--- src/rtl/cdes_pkg.sv ---
// ----------------------------------------------------------------------------
// Civil date to epoch seconds: shared definitions
// Field widths, calendar constants and reciprocal constants for division.
// ----------------------------------------------------------------------------
`timescale 1ns / 1ps

package cdes_pkg;

  localparam int unsigned YEAR_W   = 12;
  localparam int unsigned MONTH_W  = 4;
  localparam int unsigned MDAY_W   = 5;
  localparam int unsigned HOUR_W   = 5;
  localparam int unsigned MINUTE_W = 6;
  localparam int unsigned ZONE_W   = 11;
  localparam int unsigned SEC_W    = 32;

  localparam logic [YEAR_W-1:0]  EPOCH_YEAR      = 12'd1970;
  localparam logic [MONTH_W-1:0] MONTHS_PER_YEAR = 4'd12;
  localparam int unsigned LEAPS_BEFORE_EPOCH = 1969 / 4 - 1969 / 100 + 1969 / 400;

  // Days before the start of each month in a common year, and a full year.
  localparam logic [8:0] CUM_DAYS [13] = '{
    9'd0, 9'd31, 9'd59, 9'd90, 9'd120, 9'd151, 9'd181,
    9'd212, 9'd243, 9'd273, 9'd304, 9'd334, 9'd365
  };

  // Exact reciprocals: v / 100 for 12-bit v, v / 15 for 30-bit v,
  // v / 225 for 28-bit v.
  localparam logic [12:0] RECIP_100 = 13'd5243;
  localparam int unsigned RECIP_100_SHIFT = 19;
  localparam logic [30:0] RECIP_15 = 31'd1145324613;
  localparam int unsigned RECIP_15_SHIFT = 34;
  localparam logic [28:0] RECIP_225 = 29'd305419897;
  localparam int unsigned RECIP_225_SHIFT = 36;

  localparam logic [SEC_W-1:0] SECS_PER_MINUTE = 32'd60;
  localparam logic [SEC_W-1:0] SECS_PER_HOUR   = 32'd3600;
  localparam logic [SEC_W-1:0] SECS_PER_DAY    = 32'd86400;

  typedef struct packed {
    logic s2;
    logic s3;
  } stage_en_t;

endpackage

--- src/rtl/civil_date_to_epoch_seconds_core.sv ---
// ----------------------------------------------------------------------------
// Civil date to epoch seconds
// Throughput: one beat per cycle while the output is not stalled.
// A stalled output holds only full stages.
// The six-stage pipeline runs from the input register to the result register.
// Reset clears all stage valid flags and sets the zone offset to zero.
// ----------------------------------------------------------------------------
`timescale 1ns / 1ps

module civil_date_to_epoch_seconds_core (
  input  logic                          clk_i,
  input  logic                          rst_ni,
  input  logic                          cfg_we_i,
  input  logic [cdes_pkg::ZONE_W-1:0]   cfg_wdata_i,
  input  logic                          in_valid_i,
  output logic                          in_stall_o,
  input  logic [cdes_pkg::YEAR_W-1:0]   year_i,
  input  logic [cdes_pkg::MONTH_W-1:0]  month_i,
  input  logic [cdes_pkg::MDAY_W-1:0]   day_of_month_i,
  input  logic [cdes_pkg::HOUR_W-1:0]   hour_i,
  input  logic [cdes_pkg::MINUTE_W-1:0] minute_i,
  input  logic                          summer_time_i,
  input  logic                          use_input_minutes_i,
  input  logic [cdes_pkg::SEC_W-1:0]    current_seconds_i,
  output logic                          out_valid_o,
  input  logic                          out_stall_i,
  output logic [cdes_pkg::SEC_W-1:0]    new_epoch_seconds_o
);
  import cdes_pkg::*;

  logic [ZONE_W-1:0] zone_q;

  logic v1_q, v2_q, v3_q, v4_q, v5_q, v6_q;
  logic en1, en2, en3, en4, en5, en6;
  stage_en_t day_en;

  // Stage 1: input register.
  logic [YEAR_W-1:0]   year1_q;
  logic [MONTH_W-1:0]  month1_q;
  logic [MDAY_W-1:0]   mday1_q;
  logic [HOUR_W-1:0]   hour1_q;
  logic [MINUTE_W-1:0] minute1_q;
  logic                dst1_q, keep1_q;
  logic [SEC_W-1:0]    now1_q;

  // Stage 2.
  logic [56:0]         prod_now;
  logic [HOUR_W-1:0]   hour2_q;
  logic [MINUTE_W-1:0] minute2_q;
  logic                dst2_q, keep2_q;
  logic [20:0]         nowq2_q;
  logic [11:0]         nowlo2_q;

  // Stage 3.
  logic [SEC_W-1:0]    adj3_d;
  logic [SEC_W-1:0]    adj3_q;
  logic [SEC_W-1:0]    nowq_x3600;
  logic [11:0]         rem3_d;
  logic [11:0]         rem3_q;
  logic                keep3_q;
  logic [SEC_W-1:0]    days3;

  // Stage 4.
  logic [SEC_W-1:0]    t4_d;
  logic [SEC_W-1:0]    t4_q;
  logic [11:0]         rem4_q;
  logic                keep4_q;

  // Stage 5.
  logic [29:0]         div_op;
  logic [30:0]         div_recip;
  logic [60:0]         prod_t;
  logic [26:0]         q5_d;
  logic [26:0]         q5_q;
  logic [11:0]         rem5_q;
  logic                keep5_q;

  // Stage 6: result register.
  logic [SEC_W-1:0]    q5_ext;
  logic [SEC_W-1:0]    res6_d;
  logic [SEC_W-1:0]    res6_q;

  always_comb begin
    en6 = !v6_q || !out_stall_i;
    en5 = !v5_q || en6;
    en4 = !v4_q || en5;
    en3 = !v3_q || en4;
    en2 = !v2_q || en3;
    en1 = !v1_q || en2;
    day_en.s2 = en2;
    day_en.s3 = en3;
  end

  assign in_stall_o = !en1;

  always_ff @(posedge clk_i or negedge rst_ni) begin
    if (!rst_ni) begin
      zone_q <= '0;
      v1_q   <= 1'b0;
      v2_q   <= 1'b0;
      v3_q   <= 1'b0;
      v4_q   <= 1'b0;
      v5_q   <= 1'b0;
      v6_q   <= 1'b0;
    end else begin
      if (cfg_we_i) begin
        zone_q <= cfg_wdata_i;
      end
      if (en1) v1_q <= in_valid_i;
      if (en2) v2_q <= v1_q;
      if (en3) v3_q <= v2_q;
      if (en4) v4_q <= v3_q;
      if (en5) v5_q <= v4_q;
      if (en6) v6_q <= v5_q;
    end
  end

  always_ff @(posedge clk_i) begin
    if (en1) begin
      year1_q   <= year_i;
      month1_q  <= month_i;
      mday1_q   <= day_of_month_i;
      hour1_q   <= hour_i;
      minute1_q <= minute_i;
      dst1_q    <= summer_time_i;
      keep1_q   <= use_input_minutes_i;
      now1_q    <= current_seconds_i;
    end
  end

  cdes_day_count u_day_count (
    .clk_i   (clk_i),
    .en_i    (day_en),
    .year_i  (year1_q),
    .month_i (month1_q),
    .mday_i  (mday1_q),
    .days_o  (days3)
  );

  assign prod_now = 57'(now1_q[SEC_W-1:4]) * 57'(RECIP_225);

  always_ff @(posedge clk_i) begin
    if (en2) begin
      hour2_q   <= hour1_q;
      minute2_q <= minute1_q;
      dst2_q    <= dst1_q;
      keep2_q   <= keep1_q;
      nowq2_q   <= prod_now[RECIP_225_SHIFT +: 21];
      nowlo2_q  <= now1_q[11:0];
    end
  end

  always_comb begin
    adj3_d = 32'(hour2_q) * SECS_PER_HOUR
           + 32'(minute2_q) * SECS_PER_MINUTE
           - (dst2_q ? SECS_PER_HOUR : 32'd0)
           + {{(SEC_W-ZONE_W){zone_q[ZONE_W-1]}}, zone_q} * SECS_PER_MINUTE;
    nowq_x3600 = 32'(nowq2_q) * SECS_PER_HOUR;
    rem3_d = nowlo2_q - nowq_x3600[11:0];
  end

  always_ff @(posedge clk_i) begin
    if (en3) begin
      adj3_q  <= adj3_d;
      rem3_q  <= rem3_d;
      keep3_q <= keep2_q;
    end
  end

  assign t4_d = days3 * SECS_PER_DAY + adj3_q;

  always_ff @(posedge clk_i) begin
    if (en4) begin
      t4_q    <= t4_d;
      rem4_q  <= rem3_q;
      keep4_q <= keep3_q;
    end
  end

  always_comb begin
    div_op    = keep4_q ? t4_q[SEC_W-1:2] : 30'(t4_q[SEC_W-1:4]);
    div_recip = keep4_q ? RECIP_15 : 31'(RECIP_225);
    prod_t    = 61'(div_op) * 61'(div_recip);
    q5_d      = keep4_q ? prod_t[RECIP_15_SHIFT +: 27]
                        : 27'(prod_t[60:RECIP_225_SHIFT]);
  end

  always_ff @(posedge clk_i) begin
    if (en5) begin
      q5_q    <= q5_d;
      rem5_q  <= rem4_q;
      keep5_q <= keep4_q;
    end
  end

  always_comb begin
    q5_ext = 32'(q5_q);
    res6_d = keep5_q ? ((q5_ext << 6) - (q5_ext << 2))
                     : (q5_ext * SECS_PER_HOUR + 32'(rem5_q));
  end

  always_ff @(posedge clk_i) begin
    if (en6) begin
      res6_q <= res6_d;
    end
  end

  assign out_valid_o         = v6_q;
  assign new_epoch_seconds_o = res6_q;

  a_stall_only_when_full: assert property (@(posedge clk_i) disable iff (!rst_ni)
    in_stall_o |-> (v1_q && v2_q && v3_q && v4_q && v5_q && v6_q))
    else $error("input stalled while a pipeline stage is empty");

  a_now_rem_range: assert property (@(posedge clk_i) disable iff (!rst_ni)
    v3_q |-> (rem3_q < 12'd3600))
    else $error("clock seconds remainder out of range");

  a_hour_quot_range: assert property (@(posedge clk_i) disable iff (!rst_ni)
    (v5_q && !keep5_q) |-> (q5_q < 27'd1193047))
    else $error("hour quotient out of range");

endmodule

--- src/rtl/cdes_day_count.sv ---
// ----------------------------------------------------------------------------
// Civil date to epoch seconds: day count
// Two pipeline stages that turn a Gregorian date into days since 1970.
// ----------------------------------------------------------------------------
`timescale 1ns / 1ps

module cdes_day_count (
  input  logic                          clk_i,
  input  cdes_pkg::stage_en_t           en_i,
  input  logic [cdes_pkg::YEAR_W-1:0]   year_i,
  input  logic [cdes_pkg::MONTH_W-1:0]  month_i,
  input  logic [cdes_pkg::MDAY_W-1:0]   mday_i,
  output logic [cdes_pkg::SEC_W-1:0]    days_o
);
  import cdes_pkg::*;

  logic [YEAR_W-1:0]   y;
  logic [YEAR_W-1:0]   n;
  logic [24:0]         prod_n;
  logic [24:0]         prod_y;
  logic [YEAR_W-1:0]   y_q;
  logic [9:0]          n4_q;
  logic [5:0]          n100_q;
  logic [5:0]          y100_q;
  logic [MONTH_W-1:0]  month_q;
  logic [MDAY_W-1:0]   mday_q;

  logic [YEAR_W-1:0]   y100_x100;
  logic                leap;
  logic [MONTH_W-1:0]  mc;
  logic [YEAR_W-1:0]   yoff;
  logic [SEC_W-1:0]    days_d;
  logic [SEC_W-1:0]    days_q;

  always_comb begin
    y      = (year_i < EPOCH_YEAR) ? EPOCH_YEAR : year_i;
    n      = y - 12'd1;
    prod_n = 25'(n) * 25'(RECIP_100);
    prod_y = 25'(y) * 25'(RECIP_100);
  end

  always_ff @(posedge clk_i) begin
    if (en_i.s2) begin
      y_q     <= y;
      n4_q    <= n[YEAR_W-1:2];
      n100_q  <= prod_n[RECIP_100_SHIFT +: 6];
      y100_q  <= prod_y[RECIP_100_SHIFT +: 6];
      month_q <= month_i;
      mday_q  <= mday_i;
    end
  end

  always_comb begin
    y100_x100 = 12'(y100_q) * 12'd100;
    leap = (y_q[1:0] == 2'd0) && ((y_q != y100_x100) || (y100_q[1:0] == 2'd0));
    mc   = (month_q > MONTHS_PER_YEAR) ? MONTHS_PER_YEAR : month_q;
    yoff = y_q - EPOCH_YEAR;
    days_d = 32'(yoff) * 32'd365
           + 32'(n4_q) - 32'(n100_q) + 32'(n100_q[5:2])
           - 32'(LEAPS_BEFORE_EPOCH)
           + 32'(CUM_DAYS[mc])
           + 32'(leap && (mc >= 4'd2))
           + 32'(mday_q) - 32'd1;
  end

  always_ff @(posedge clk_i) begin
    if (en_i.s3) begin
      days_q <= days_d;
    end
  end

  assign days_o = days_q;

endmodule
--- config.mk ---
export PLATFORM = sky130hd
export DESIGN_NAME = civil_date_to_epoch_seconds_core
export DESIGN_NICKNAME = d
export VERILOG_FILES = /design/src/rtl/cdes_pkg.sv /design/src/rtl/civil_date_to_epoch_seconds_core.sv /design/src/rtl/cdes_day_count.sv
export SDC_FILE = /design/constraint.sdc
export NUM_CORES = 2
export LEC_CHECK = 0
export BUFFER_PORTS_ARGS = -buffer_cell sky130_fd_sc_hd__clkbuf_2
export CAP_MARGIN = 20
export CORE_MARGIN = 3
export CORE_UTILIZATION = 67
export DETAILED_ROUTE_END_ITERATION = 16
export PLACE_DENSITY = 0.95
export SYNTH_ARGS = -nofsm -noshare
export SYNTH_HDL_FRONTEND = slang
export SYNTH_SLANG_ARGS = --single-unit
--- constraint.sdc ---
create_clock -name clk_i -period 9.6 [get_ports clk_i]
set_input_delay 0 -clock clk_i [delete_from_list [all_inputs] [get_ports clk_i]]
set_output_delay 0 -clock clk_i [all_outputs]
set_load 0.01 [all_outputs]
==> results.txt <==
run status: complete, no violations
Sink Count: 342
cell area after technology mapping: 62900 um2
required time worst endpoint: 9.97 ns
horizontal extent of the die: 312 um
first-pass GRT wire length: 258 mm
post-layout min period: 9.09 ns
post-route clock period utilization: 0.947
number of gates resized after cts: 0
layout cells sized above 1: 0.0466
detailed-route vias per instance: 5.83
portion of the post-synthesis area used by sequential elements: 0.162
delay of the slowest cell on the worst path: 0.69 ns
Initial DRT Pass Iterations: 6
smallest setup slack after layout: 0.511 ns
Yosys warning total: 0
number of placement rows: 111
post-route ant nets: 0
Max Buffers Root-to-Sink: 3
number of non-filler instances in the completed layout: 7719
number of cells after detailed placement: 7541
Setup Fix Bufs, Post-CTS: 0
pin count of the biggest net entering global routing: 63
cell type contributing the most total cell area after synthesis: sky130_fd_sc_hd__fa_1
worst hold path type: in -> reg
detailed placer's ending HPWL: 132 mm
via count: 45000
Die Y: 312 um
register clock-pin slew on the reported worst setup and hold paths: 0.07 ns
CTS root buffer: sky130_fd_sc_hd__clkbuf_16
data arrival at the endpoint of the critical path: 9.46 ns
placer's final routability congestion estimate: 1.01
headroom to the max-slew limit: 0.230
unrepaired setup endpoints after global routing: false
clock latency on the worst-skew pair: 0.63 ns
proportion of register bits with asynchronous set or reset after synthesis: 0.0497
# IOs: 116
Iteration-0 DRC Markers: 3208
number of flops mapped to enable cells by yosys: 325
global routing usage summed across all routing layers: 0.336
Least-Margin Pin Slew: 1.15 ns
final hold violation count: 0
nature of the critical path startpoint: flop
cell with the largest stage delay on the worst path: sky130_fd_sc_hd__o21bai_1
number of levels the H-tree was split into: 2
register bit count reported by yosys: 342
average wire length per cell after detail routing: 20.6 um
final layout net count: 8695
final slew viol count: 0
largest fanout on the critical path: 11
number of antenna violations at the first check in global routing: 1
count of mapped cells out of synthesis: 6175
share of the synthesized area in the top cell type: 0.292
cell types with the largest area share after synthesis: sky130_fd_sc_hd__fa_1 29%, sky130_fd_sc_hd__ha_1 25%, sky130_fd_sc_hd__edfxtp_1 16%
number of buffers inserted by port buffering: 115
die outline area: 97600 um2
commonest cells after routing, fill and taps aside: 1689 x sky130_fd_sc_hd__inv_1, 1256 x sky130_fd_sc_hd__ha_1, 917 x sky130_fd_sc_hd__fa_1, 325 x sky130_fd_sc_hd__edfxtp_1, 241 x sky130_fd_sc_hd__nand2_1
routed wire length: 159 mm
number of buffers created by CTS: 44
mean instance size in the synthesized netlist: 10.2 um2
Initial Util: 0.681
aggregate global routing overflow: 0
Core Area: 92400 um2
Area growth, synth to finish: 7.56%
post-synthesis cell type count: 99
highest clock frequency the design can meet: 110 MHz
hold slack: 0.0857 ns
setup skew after layout: 0.0299 ns
worst setup timing slack at the placement stage: 0.818 ns
ys flop type: sky130_fd_sc_hd__edfxtp_1
type of element capturing the critical path: flop
Setup Total Neg Slack: 0 ns
DRC errors left: 0
via count of the first global-routing pass: 50400
most common library cell in the layout ignoring fill and taps: sky130_fd_sc_hd__inv_1
final number of setup-violating endpoints: 0
type of the worst setup path: reg -> reg
number of violations of the max-capacitance limit: 0
clock tree from TritonCTS: done
final cells by class:
type / count / area, um2
clock buffers: 48 / 1150
diodes: 2 / 5.00
multi-input cells: 4133 / 46400
clock inverters: 32 / 397
fillers: 5903 / 24700
flip-flops and latches: 342 / 10200
repair buffers: 229 / 1680
inverters: 1690 / 6340
well taps: 1243 / 1560
synthesized netlist by cell type, drive strengths merged (8+ instances only):
cell and n:
a2111oi 9, a211o 8, a211oi 19, a21boi 14
a21o 120, a21oi 211, a221oi 11, a31oi 23
and2 26, and3 25, buf 8, clkbuf 59
dfrtp 17, edfxtp 325, fa 917, ha 1256
inv 1690, mux2 30, mux2i 11, nand2 243
nand2b 60, nand3 49, nand3b 8, nand4 34
nor2 187, nor2b 70, nor3 56, nor4 11
o211ai 15, o21a 35, o21ai 140, o21bai 33
o31ai 14, o41ai 8, or2 23, or3 15
xnor2 217, xor2 93
through the flow:
stage / utilization / area [um2]
after floorplan: - / 63100
after global placement: 0.705 / 65200
after detailed placement: 0.705 / 65200
after CTS: 0.733 / 67700
after global routing: 0.733 / 67700
final: 0.733 / 67700
per-layer routing:
metal / global-route usage / vias up / routed length [um]
li1: - / 20200 / -
met4: 0.211 / 0 / 12100
met2: 0.579 / 2089 / 77800
met1: 0.392 / 21900 / 58100
met3: 0.0573 / 766 / 11300
met5: 0 / - / 0
worst max-delay path, delay by kind of cell, from the launching register on:
family	cells	cell delay, ns
buffers and inverters	5	0.49
and+or+nand+nor	6	1.02
adders and majority gates	7	3.28
AOI/OAI and AO/OA	11	3.17
DFF	1	0.45
xor gates and xnor gates	2	0.43
flip-flops by register name, summed over array words and instances (netlist names), 6 cells and up:
register,cells
adj3_q,30
minute1_q,6
minute2_q,6
new_epoch_seconds_o,32
now1_q,32
nowlo2_q,12
nowq2_q,8
q5_q,27
rem3_q,12
rem4_q,12
rem5_q,12
t4_q,30
u_day_count.days_o,25
u_day_count.n100_q,6
u_day_count.n4_q,10
u_day_count.y100_q,6
u_day_count.y_q,12
year1_q,12
zone_q,11
logic make-up after synthesis:
family                   synth area share
adder cells (fa/ha/maj)             0.542
buffers and inverters               0.105
AND/OR/NAND/NOR                    0.0655
AO/OA/AOI/OAI                      0.0753
flip-flops                          0.162
XOR/XNOR                           0.0435
multiplexers                      0.00712
other                            0.000119
final timing paths:
check,startpoint,slack [ns],cells past startpoint,end
worst min-delay path,minute_i[0],0.09,2,minute1_q[0]
worst min register to register,rem4_q[4],0.42,0,rem5_q[4]
worst max register to register,year1_q[2],0.51,31,u_day_count.n100_q[5]
max in group asynchronous,rst_ni,8.98,4,zone_q[5]
worst max-delay path,year1_q[2],0.51,31,u_day_count.n100_q[5]
min in group asynchronous,rst_ni,0.46,4,zone_q[7]
timing repair:
item / 4_1_cts / 5_1_grt
hold buffers: 96 / 0
setup endpoints to repair: 0 / 0
endpoints found under the hold margin: 133 / 0
Power is not shown: default switching activity piles up to over one toggle a cycle in this logic, so the estimate is an artifact.
